===== src/rtl/pts_pkg.sv =====
// Shared types, constants and constant tables for the priority tone sequencer.
// Holds the effect table, the cascade scale and the microcode program.
// Depends on nothing; every other file imports it.
`default_nettype none

package pts_pkg;

	localparam int QUEUE_DEPTH = 12;
	localparam int SLOT_W      = $clog2(QUEUE_DEPTH);
	localparam int COUNT_W     = $clog2(QUEUE_DEPTH + 1);

	localparam logic [3:0] EFFECT_COUNT   = 4'd14;
	localparam logic [3:0] CASCADE_EFFECT = 4'd3;

	localparam logic [1:0] KIND_PLAY = 2'd0;
	localparam logic [1:0] KIND_TICK = 2'd1;
	localparam logic [1:0] KIND_STOP = 2'd2;

	typedef struct packed {
		logic [11:0] freq;
		logic [8:0]  len;
		logic [4:0]  gap;
	} note_t;

	// Microcode: one control word per step of the sequencer
	typedef enum logic [3:0] {
		ST_FETCH,
		ST_KIND,
		ST_TKIND,
		ST_SKIND,
		ST_STOP,
		ST_PLAY,
		ST_PUSH,
		ST_TICK,
		ST_POP,
		ST_EMIT
	} step_t;

	typedef enum logic [2:0] {
		OP_NOP,
		OP_ACCEPT,
		OP_FLUSH,
		OP_PLAY_HEAD,
		OP_PUSH,
		OP_TICK_CHECK,
		OP_EMIT
	} op_t;

	typedef enum logic [3:0] {
		C_ALWAYS,
		C_IN_VALID,
		C_IS_PLAY,
		C_IS_TICK,
		C_IS_STOP,
		C_PLAY_ABORT,
		C_LAST_NOTE,
		C_TICK_SKIP,
		C_OUT_FREE
	} cond_t;

	typedef struct packed {
		op_t   op;
		cond_t cond;
		step_t jump_t;
		step_t jump_f;
	} ctrl_word_t;

	function automatic ctrl_word_t ucode_rom(input step_t s);
		ctrl_word_t w;
		case (s)
			ST_FETCH: w = '{OP_ACCEPT,     C_IN_VALID,   ST_KIND,  ST_FETCH};
			ST_KIND:  w = '{OP_NOP,        C_IS_PLAY,    ST_PLAY,  ST_TKIND};
			ST_TKIND: w = '{OP_NOP,        C_IS_TICK,    ST_TICK,  ST_SKIND};
			ST_SKIND: w = '{OP_NOP,        C_IS_STOP,    ST_STOP,  ST_FETCH};
			ST_STOP:  w = '{OP_FLUSH,      C_ALWAYS,     ST_FETCH, ST_FETCH};
			ST_PLAY:  w = '{OP_PLAY_HEAD,  C_PLAY_ABORT, ST_FETCH, ST_PUSH};
			ST_PUSH:  w = '{OP_PUSH,       C_LAST_NOTE,  ST_FETCH, ST_PUSH};
			ST_TICK:  w = '{OP_TICK_CHECK, C_TICK_SKIP,  ST_FETCH, ST_POP};
			ST_POP:   w = '{OP_NOP,        C_OUT_FREE,   ST_EMIT,  ST_POP};
			ST_EMIT:  w = '{OP_EMIT,       C_ALWAYS,     ST_FETCH, ST_FETCH};
			default:  w = '{OP_NOP,        C_ALWAYS,     ST_FETCH, ST_FETCH};
		endcase
		return w;
	endfunction

	function automatic logic [2:0] effect_prio(input logic [3:0] eff);
		logic [2:0] p;
		case (eff)
			4'd0, 4'd1:                p = 3'd1;
			4'd2, 4'd3, 4'd12:         p = 3'd2;
			4'd4, 4'd6, 4'd7, 4'd11:   p = 3'd3;
			4'd5, 4'd8:                p = 3'd4;
			4'd9, 4'd13:               p = 3'd5;
			4'd10:                     p = 3'd6;
			default:                   p = 3'd0;
		endcase
		return p;
	endfunction

	function automatic logic [2:0] effect_notes(input logic [3:0] eff);
		logic [2:0] n;
		case (eff)
			4'd0, 4'd1, 4'd3, 4'd12:   n = 3'd1;
			4'd2, 4'd4, 4'd6:          n = 3'd2;
			4'd7, 4'd11, 4'd13:        n = 3'd3;
			4'd5, 4'd8, 4'd9, 4'd10:   n = 3'd4;
			default:                   n = 3'd0;
		endcase
		return n;
	endfunction

	function automatic note_t effect_note(input logic [3:0] eff, input logic [1:0] idx);
		note_t t;
		case ({eff, idx})
			{4'd0, 2'd0}:  t = '{12'd880,  9'd18,  5'd0};
			{4'd1, 2'd0}:  t = '{12'd660,  9'd16,  5'd0};
			{4'd2, 2'd0}:  t = '{12'd220,  9'd45,  5'd10};
			{4'd2, 2'd1}:  t = '{12'd165,  9'd60,  5'd0};
			{4'd3, 2'd0}:  t = '{12'd0,    9'd40,  5'd6};
			{4'd4, 2'd0}:  t = '{12'd784,  9'd40,  5'd4};
			{4'd4, 2'd1}:  t = '{12'd1047, 9'd55,  5'd0};
			{4'd5, 2'd0}:  t = '{12'd659,  9'd40,  5'd3};
			{4'd5, 2'd1}:  t = '{12'd880,  9'd40,  5'd3};
			{4'd5, 2'd2}:  t = '{12'd1175, 9'd40,  5'd3};
			{4'd5, 2'd3}:  t = '{12'd1568, 9'd70,  5'd0};
			{4'd6, 2'd0}:  t = '{12'd160,  9'd60,  5'd4};
			{4'd6, 2'd1}:  t = '{12'd110,  9'd90,  5'd0};
			{4'd7, 2'd0}:  t = '{12'd1568, 9'd35,  5'd2};
			{4'd7, 2'd1}:  t = '{12'd1175, 9'd35,  5'd2};
			{4'd7, 2'd2}:  t = '{12'd1760, 9'd60,  5'd0};
			{4'd8, 2'd0}:  t = '{12'd1319, 9'd45,  5'd3};
			{4'd8, 2'd1}:  t = '{12'd1568, 9'd45,  5'd3};
			{4'd8, 2'd2}:  t = '{12'd1760, 9'd45,  5'd3};
			{4'd8, 2'd3}:  t = '{12'd2093, 9'd90,  5'd0};
			{4'd9, 2'd0}:  t = '{12'd523,  9'd70,  5'd8};
			{4'd9, 2'd1}:  t = '{12'd659,  9'd70,  5'd8};
			{4'd9, 2'd2}:  t = '{12'd784,  9'd70,  5'd8};
			{4'd9, 2'd3}:  t = '{12'd1047, 9'd140, 5'd0};
			{4'd10, 2'd0}: t = '{12'd659,  9'd120, 5'd20};
			{4'd10, 2'd1}: t = '{12'd523,  9'd120, 5'd20};
			{4'd10, 2'd2}: t = '{12'd440,  9'd150, 5'd20};
			{4'd10, 2'd3}: t = '{12'd330,  9'd320, 5'd0};
			{4'd11, 2'd0}: t = '{12'd392,  9'd50,  5'd5};
			{4'd11, 2'd1}: t = '{12'd523,  9'd50,  5'd5};
			{4'd11, 2'd2}: t = '{12'd659,  9'd50,  5'd0};
			{4'd12, 2'd0}: t = '{12'd1200, 9'd22,  5'd0};
			{4'd13, 2'd0}: t = '{12'd784,  9'd60,  5'd6};
			{4'd13, 2'd1}: t = '{12'd1047, 9'd60,  5'd6};
			{4'd13, 2'd2}: t = '{12'd1319, 9'd110, 5'd0};
			default:       t = '{12'd0,    9'd0,   5'd0};
		endcase
		return t;
	endfunction

	// Pentatonic steps for the cascade effect
	function automatic logic [11:0] penta_freq(input logic [3:0] s);
		logic [11:0] f;
		case (s)
			4'd0:    f = 12'd523;
			4'd1:    f = 12'd587;
			4'd2:    f = 12'd659;
			4'd3:    f = 12'd784;
			4'd4:    f = 12'd880;
			4'd5:    f = 12'd1047;
			4'd6:    f = 12'd1175;
			4'd7:    f = 12'd1319;
			4'd8:    f = 12'd1568;
			default: f = 12'd1760;
		endcase
		return f;
	endfunction

endpackage

`default_nettype wire


===== src/rtl/pts_note_ring.sv =====
// Note storage for the tone queue: one write port, one registered read port.
// Depends on pts_pkg for note_t and the queue depth.
`default_nettype none

module pts_note_ring
	import pts_pkg::*;
(
	input  wire logic              clk,
	input  wire logic              wr_en,
	input  wire logic [SLOT_W-1:0] wr_addr,
	input  wire note_t             wr_data,
	input  wire logic [SLOT_W-1:0] rd_addr,
	output note_t                  rd_data
);

	note_t mem [QUEUE_DEPTH];

	always_ff @(posedge clk) begin
		if (wr_en) begin
			mem[wr_addr] <= wr_data;
		end
	end

	always_ff @(posedge clk) begin
		rd_data <= mem[rd_addr];
	end

endmodule

`default_nettype wire


===== src/rtl/priority_tone_sequencer.sv =====
// Priority tone sequencer: effect-driven note queue run by a microcoded sequencer.
// A play item runs fetch, kind, play, then (unless refused) a push step per note; a
// stop item fetch, kind, tkind, skind, stop; an unused kind ends at skind. A tick
// item ends at tick if no note is due, else waits at pop for the output register
// and emits; its beep is valid the cycle after emit. One item at a time: the step
// counter walks the program once per item. Reset: queue empty, priority 0, sound on,
// no note started; ring contents undefined. Depends on pts_pkg and pts_note_ring.
`default_nettype none

module priority_tone_sequencer
	import pts_pkg::*;
(
	input  wire logic        clk,
	input  wire logic        arst_n,
	input  wire logic        s_tvalid,
	output logic             s_tready,
	input  wire logic [47:0] s_tdata,  // effect[3:0], cascade_level[11:4], now_ms[43:12]
	input  wire logic [1:0]  s_tuser,  // kind[1:0]
	output logic             m_tvalid,
	input  wire logic        m_tready,
	output logic [23:0]      m_tdata,  // tone_freq_hz[11:0], tone_ms[20:12]
	input  wire logic        cfg_valid,
	output logic             cfg_ready,
	input  wire logic        cfg_data  // sound_on
);

	step_t      step_q, step_next;
	ctrl_word_t ctrl;
	logic       cond_hit;

	logic [1:0]  kind_q;
	logic [3:0]  eff_q;
	logic [7:0]  lvl_q;
	logic [31:0] now_q;

	logic [SLOT_W-1:0]  read_q;
	logic [COUNT_W-1:0] held_q;
	logic [2:0]         prio_q;
	logic [31:0]        next_start_q;
	logic               started_q;
	logic               sound_on_q;
	logic [1:0]         idx_q;

	logic        out_valid_q;
	logic [11:0] out_freq_q;
	logic [8:0]  out_ms_q;

	logic [2:0]  eff_prio;
	logic [2:0]  eff_n;
	logic        play_ok, preempt, play_abort, last_note, tick_skip, out_free;
	logic [31:0] since_start;
	logic [3:0]  casc_step;
	note_t       rom_note, push_note, rd_note;
	logic [COUNT_W:0]   slot_sum;
	logic [SLOT_W-1:0]  wr_slot;
	logic               wr_en;

	// Datapath conditions
	assign eff_prio    = effect_prio(eff_q);
	assign eff_n       = effect_notes(eff_q);
	assign play_ok     = sound_on_q && (eff_q < EFFECT_COUNT);
	assign preempt     = (eff_prio > prio_q) || (held_q == '0);
	assign play_abort  = !play_ok || (!preempt && (eff_prio < prio_q));
	assign last_note   = ({1'b0, idx_q} + 3'd1) == eff_n;
	assign since_start = now_q - next_start_q;
	assign tick_skip   = !sound_on_q || (held_q == '0) || (started_q && since_start[31]);
	assign out_free    = !out_valid_q || m_tready;

	// Clamp level-1 to the ten pentatonic steps
	always_comb begin
		if (lvl_q == 8'd0) begin
			casc_step = 4'd0;
		end else if (lvl_q > 8'd10) begin
			casc_step = 4'd9;
		end else begin
			casc_step = 4'(lvl_q - 8'd1);
		end
	end

	always_comb begin
		rom_note  = effect_note(eff_q, idx_q);
		push_note = rom_note;
		if (eff_q == CASCADE_EFFECT) begin
			push_note.freq = penta_freq(casc_step);
		end
	end

	always_comb begin
		slot_sum = (COUNT_W + 1)'(read_q) + (COUNT_W + 1)'(held_q);
		if (slot_sum >= (COUNT_W + 1)'(QUEUE_DEPTH)) begin
			slot_sum = slot_sum - (COUNT_W + 1)'(QUEUE_DEPTH);
		end
		wr_slot = slot_sum[SLOT_W-1:0];
	end

	assign wr_en = (ctrl.op == OP_PUSH) && (held_q < COUNT_W'(QUEUE_DEPTH));

	pts_note_ring u_ring (
		.clk     (clk),
		.wr_en   (wr_en),
		.wr_addr (wr_slot),
		.wr_data (push_note),
		.rd_addr (read_q),
		.rd_data (rd_note)
	);

	// Sequencer: fetch control word, evaluate its condition, pick the next step
	assign ctrl = ucode_rom(step_q);

	always_comb begin
		case (ctrl.cond)
			C_ALWAYS:     cond_hit = 1'b1;
			C_IN_VALID:   cond_hit = s_tvalid;
			C_IS_PLAY:    cond_hit = (kind_q == KIND_PLAY);
			C_IS_TICK:    cond_hit = (kind_q == KIND_TICK);
			C_IS_STOP:    cond_hit = (kind_q == KIND_STOP);
			C_PLAY_ABORT: cond_hit = play_abort;
			C_LAST_NOTE:  cond_hit = last_note;
			C_TICK_SKIP:  cond_hit = tick_skip;
			C_OUT_FREE:   cond_hit = out_free;
			default:      cond_hit = 1'b1;
		endcase
		step_next = cond_hit ? ctrl.jump_t : ctrl.jump_f;
	end

	always_comb begin
		s_tready  = (ctrl.op == OP_ACCEPT);
		// take a register write only between items, never beside an incoming item
		cfg_ready = (ctrl.op == OP_ACCEPT) && !s_tvalid;
		m_tvalid  = out_valid_q;
		m_tdata   = {3'b000, out_ms_q, out_freq_q};
	end

	always_ff @(posedge clk or negedge arst_n) begin
		if (!arst_n) begin
			step_q <= ST_FETCH;
		end else begin
			step_q <= step_next;
		end
	end

	// Item latch: payload only
	always_ff @(posedge clk) begin
		if (s_tvalid && s_tready) begin
			kind_q <= s_tuser;
			eff_q  <= s_tdata[3:0];
			lvl_q  <= s_tdata[11:4];
			now_q  <= s_tdata[43:12];
		end
	end

	always_ff @(posedge clk) begin
		if (ctrl.op == OP_EMIT) begin
			out_freq_q <= rd_note.freq;
			out_ms_q   <= rd_note.len;
		end
	end

	always_ff @(posedge clk or negedge arst_n) begin
		if (!arst_n) begin
			read_q       <= '0;
			held_q       <= '0;
			prio_q       <= '0;
			next_start_q <= '0;
			started_q    <= 1'b0;
			sound_on_q   <= 1'b1;
			idx_q        <= '0;
			out_valid_q  <= 1'b0;
		end else begin
			if (out_valid_q && m_tready) begin
				out_valid_q <= 1'b0;
			end
			case (ctrl.op)
				OP_FLUSH: begin
					read_q <= '0;
					held_q <= '0;
					prio_q <= '0;
				end
				OP_PLAY_HEAD: begin
					idx_q <= '0;
					if (play_ok && preempt) begin
						read_q <= '0;
						held_q <= '0;
						prio_q <= eff_prio;
					end
				end
				OP_PUSH: begin
					idx_q <= idx_q + 2'd1;
					if (wr_en) begin
						held_q <= held_q + COUNT_W'(1);
					end
				end
				OP_TICK_CHECK: begin
					if (held_q == '0) begin
						prio_q <= '0;
					end
				end
				OP_EMIT: begin
					out_valid_q  <= 1'b1;
					started_q    <= 1'b1;
					next_start_q <= now_q + 32'(rd_note.len) + 32'(rd_note.gap);
					held_q       <= held_q - COUNT_W'(1);
					if (read_q == SLOT_W'(QUEUE_DEPTH - 1)) begin
						read_q <= '0;
					end else begin
						read_q <= read_q + SLOT_W'(1);
					end
					// drained: release the priority
					if (held_q == COUNT_W'(1)) begin
						prio_q <= '0;
					end
				end
				default: begin
				end
			endcase
			// Sound off empties the queue; only written while idle
			if (cfg_valid && cfg_ready) begin
				sound_on_q <= cfg_data;
				if (!cfg_data) begin
					read_q <= '0;
					held_q <= '0;
					prio_q <= '0;
				end
			end
		end
	end

endmodule

`default_nettype wire


===== config.mk =====
export PLATFORM = sky130hd
export DESIGN_NAME = priority_tone_sequencer
export DESIGN_NICKNAME = d
export VERILOG_FILES = /design/src/rtl/pts_pkg.sv /design/src/rtl/pts_note_ring.sv /design/src/rtl/priority_tone_sequencer.sv
export SDC_FILE = /design/constraint.sdc
export NUM_CORES = 1
export LEC_CHECK = 0
export BUFFER_PORTS_ARGS = -buffer_cell sky130_fd_sc_hd__buf_2
export CAP_MARGIN = 20
export CORE_MARGIN = 8
export CORE_UTILIZATION = 45
export DETAILED_ROUTE_END_ITERATION = 10
export SLEW_MARGIN = 20
export SYNTH_ARGS = -nofsm -noshare
export SYNTH_HDL_FRONTEND = slang
export SYNTH_HIERARCHICAL = 1
export SYNTH_SLANG_ARGS = --single-unit

===== constraint.sdc =====
create_clock -name clk -period 6.4 [get_ports clk]
set_input_delay 0.32 -clock clk [delete_from_list [all_inputs] [get_ports clk]]
set_output_delay 0.32 -clock clk [all_outputs]
set_load 0.02 [all_outputs]

==> metrics <==
dpl hpwl=between 20,000 and 30,000 um; element type at the critical path end=register; nets=about 1,800; global route total overflow=0; Slowest-stage cell, CP=dfrtp_4; Post-synth EDFFs=379; Setup WS post-layout=2.61 ns; CP Depth=13; critical path, cell by cell=ha_1 > inv_1 > fa_1 > xnor2_1 > ha_1 > a31oi_1 > nand2_1 > nor2_1 > nor2_1 > nor2_1 > or3b_2 > nor3_2 > buf_4; total wire length=between 40,000 and 50,000 um; main combinational cell family by area after synthesis=compound AO/OA/AOI/OAI gates; most common cell after layout, fill and taps aside=edfxtp_1; worst slew pin tran=1.03 ns; status=complete, no violations; CTS clock-pin slew for the worst setup and hold paths=0.06 ns; first-pass GRT wire length=71,700 um; Slew Limit Fails=0; vias in the first global route=12,600; Pint=0.00631 W; antenna violations before repair=0; drt drc=0; Core Area=about 46,000 um^2; CTS-repair resized insts=0; FF+latch count, synth=463; Psw=0.00277 W; crit path time final=approximately 3.8 ns; Achievable Freq=0.264 GHz; post-synthesis xor/xnor area fraction=~1.6%; # diodes=0; mux share of post-synthesis cell area=under 10%; Setup crit start=read_q[0]$_DFF_PN0_; hold path depth=3; Leak=8.64 nW; max_slew headroom=31.5%; Final Hold Fails=0; Global Route Usage Sum=17.1%; Clock Tree Buf Depth=3; Peak VDD IR=0.000235 V; synthesis-to-layout area growth=14.9%; Syn Std Cell Area=20,900 um^2; CP delay by family, top=simple AND/OR/NAND/NOR gates; port buffer count=75; die height=around 230 um; Worst EP arrival=about 4.0 ns; via count=12,500; crit-path most repeated cell=nor2_1; max cap viols=0; Worst Setup EP=u_ring/mem[0][14]$_DFFE_PP_; CP startpoint kind=register; antenna viol nets, final=0; commonest cells after routing, fill and taps aside=edfxtp_1 (379), nand2_1 (103), ha_1 (82); CP Max Fanout=29; Die Wd=~230 um; largest net degree at the start of global routing=67; Reg power frac=44.1%; wire length per cell=20.3 um; Worst R2R Start=read_q[0]$_DFF_PN0_; Synth Area in Adders=roughly 5.6%; Place WS=2.61 ns; mean area per synthesized cell=14.2 um^2; Tcrit/Tclk final=59.2%; post-synth cell types=83; reg2reg setup slack=2.61 ns; CTS Sinks=463; sequential area share after synthesis=between 60% and 70%; H-tree Lvls=2; switch share=between 30% and 40%; Reg2Reg Depth=13; FP Rows=79; drt via density=5.53; Setup Skew=approximately 0.026 ns; Syn Inst Count=1,471; Die ar.=53,600 um^2; TritonCTS clock tree=done; FF-to-FF End=u_ring/mem[0][14]$_DFFE_PP_; warnings from Yosys=6; Cell Pwr Density=379 nW/um^2; Crit Path Category=reg -> reg; Starting Density=45.3%; layout cells sized above 1=17.6%; RSZ-0062 raised after global routing=no; Clk pwr share=30.3%; Starting DRT DRC Count=between 900 and 1,000; Filler Cell Count=3,832; final setup fails=0; Compound-Gate Fraction of Synth Area=9.98%; CTS Buf Count=49; power share of the combinational group=25.6%; WP data required=6.61 ns; Root Buffer=clkbuf_16; RD Place Congestion=0.883; asr flop ratio synth=11.2%; Buf+Inv Stages, Crit Path=2; setup TNS=0 ns; Synth Area in Simple Gates=7.00%; Pre-antenna DRT Iters=5; ys flop type=edfxtp_1; Crit path largest cell delay=roughly 0.75 ns; Clk Latency, worst-skew pair=0.58 ns; I/O pin count=83; Hold WC Path Type=in -> reg
[logic make-up after synthesis]
logic type / after synthesis
and+or+nand+nor: 308
muxes: 119
DFF: 463
other: 1
adders and majority gates: 89
AOI/OAI and AO/OA: 306
buffers and inverters: 148
xor gates and xnor gates: 37
[sequential cells by signal (all words and copies together), names as in the netlist, 8 cells and up]
name	cells
u_ring/mem	312
next_start_q	32
now_q	32
u_ring/rd_data	26
out_freq_q	12
out_ms_q	9
lvl_q	8
[metrics by stage]
step	hold WS [ns]	util [%]	cell area, um^2	instances	total power (W)
2_1_floorplan	0.0244	-	20900	1473	0.00576
3_3_place_gp	0.386	47.5	21900	2113	0.00631
3_5_place_dp	0.389	47.5	21900	2113	0.00637
4_1_cts	0.0458	52.0	24000	2252	0.00918
5_1_grt	0.0959	52.0	24000	2253	0.00964
6_report	0.0854	52.0	24000	2253	0.00909
[tightest hold or removal path, delay by kind of cell]
family / cells / cell delay, ns
and+or+nand+nor: 1 / 0.07
buffers and inverters: 1 / 0.09
muxes: 1 / 0.15
[synth_stat cells (7+ instances only)]
library cell	n	area (um^2)
edfxtp_1	379	11400
ha_1	82	1030
a22oi_2	10	125
o221ai_2	10	150
nand3_1	16	80.1
o21ai_0	81	405
fa_1	7	140
a22oi_1	28	210
nand2b_1	15	93.8
dfrtp_1	51	1280
xor2_1	9	78.8
nand2_1	103	387
nor2_1	86	323
a21oi_1	71	355
buf_2	13	65.1
clkbuf_1	40	150
and3_1	10	62.6
buf_1	7	26.3
dfxtp_1	32	641
nor2b_1	17	106
mux2i_1	61	611
mux4_2	51	1150
inv_1	74	278
o221ai_1	19	166
o22ai_1	8	50.1
nand4_1	9	56.3
nor3_1	18	90.1
xnor2_1	28	245
o211ai_1	7	52.6
o21ai_1	8	40.0
a31oi_1	9	56.3
[power by group through the flow]
stage	logic, W	clock network [W]	registers [W]
after floorplan	0.00179	0	0.00396
after global placement	0.00225	0	0.00407
after detailed placement	0.00230	0	0.00407
after CTS	0.00234	0.00283	0.00401
after global routing	0.00264	0.00295	0.00405
final	0.00233	0.00275	0.00401
[layer usage]
| metal | vias to the layer above | GRT usage (%) | part of all wire [%] |
|---|---|---|---|
| li1 | 5873 | - | - |
| met4 | 0 | 5.76 | 2.7 |
| met1 | 6190 | 21.7 | 43 |
| met3 | 84 | 3.26 | 5.3 |
| met2 | 313 | 29.1 | 49 |
| met5 | - | 0 | 0 |
[worst min-delay path by stage]
stage                                           from                  endpoint  slack, ns
after global placement    u_ring/rd_data[24]$_DFF_P_  out_freq_q[10]$_DFFE_PP_       0.39
after CTS                                  cfg_valid    sound_on_q$_DFFE_PN1P_       0.05
final                                      cfg_valid    sound_on_q$_DFFE_PN1P_       0.09
after global routing                       cfg_valid    sound_on_q$_DFFE_PN1P_        0.1
after floorplan                               arst_n       held_q[0]$_DFF_PN0_       0.02
after detailed placement  u_ring/rd_data[20]$_DFF_P_   out_freq_q[6]$_DFFE_PP_       0.39
[final cells by class]
| type | instances | area (um^2) | area share [%] |
|---|---|---|---|
| Clock buffer | 68 | 1340 | 5.57 |
| Clock inverter | 22 | 218 | 0.907 |
| Inverter | 76 | 285 | 1.19 |
| Multi-Input combinational cell | 862 | 6970 | 29.0 |
| Sequential cell | 463 | 13300 | 55.6 |
| Tap cell | 607 | 759 | 3.17 |
| Timing Repair Buffer | 155 | 1100 | 4.58 |
[timing repair]
action,CTS,global route
hold endpoints to repair,99,0
setup buffers,0,0
hold buffers,49,0
setup endpoints to repair,0,0
(Power assumes the default switching activity.)
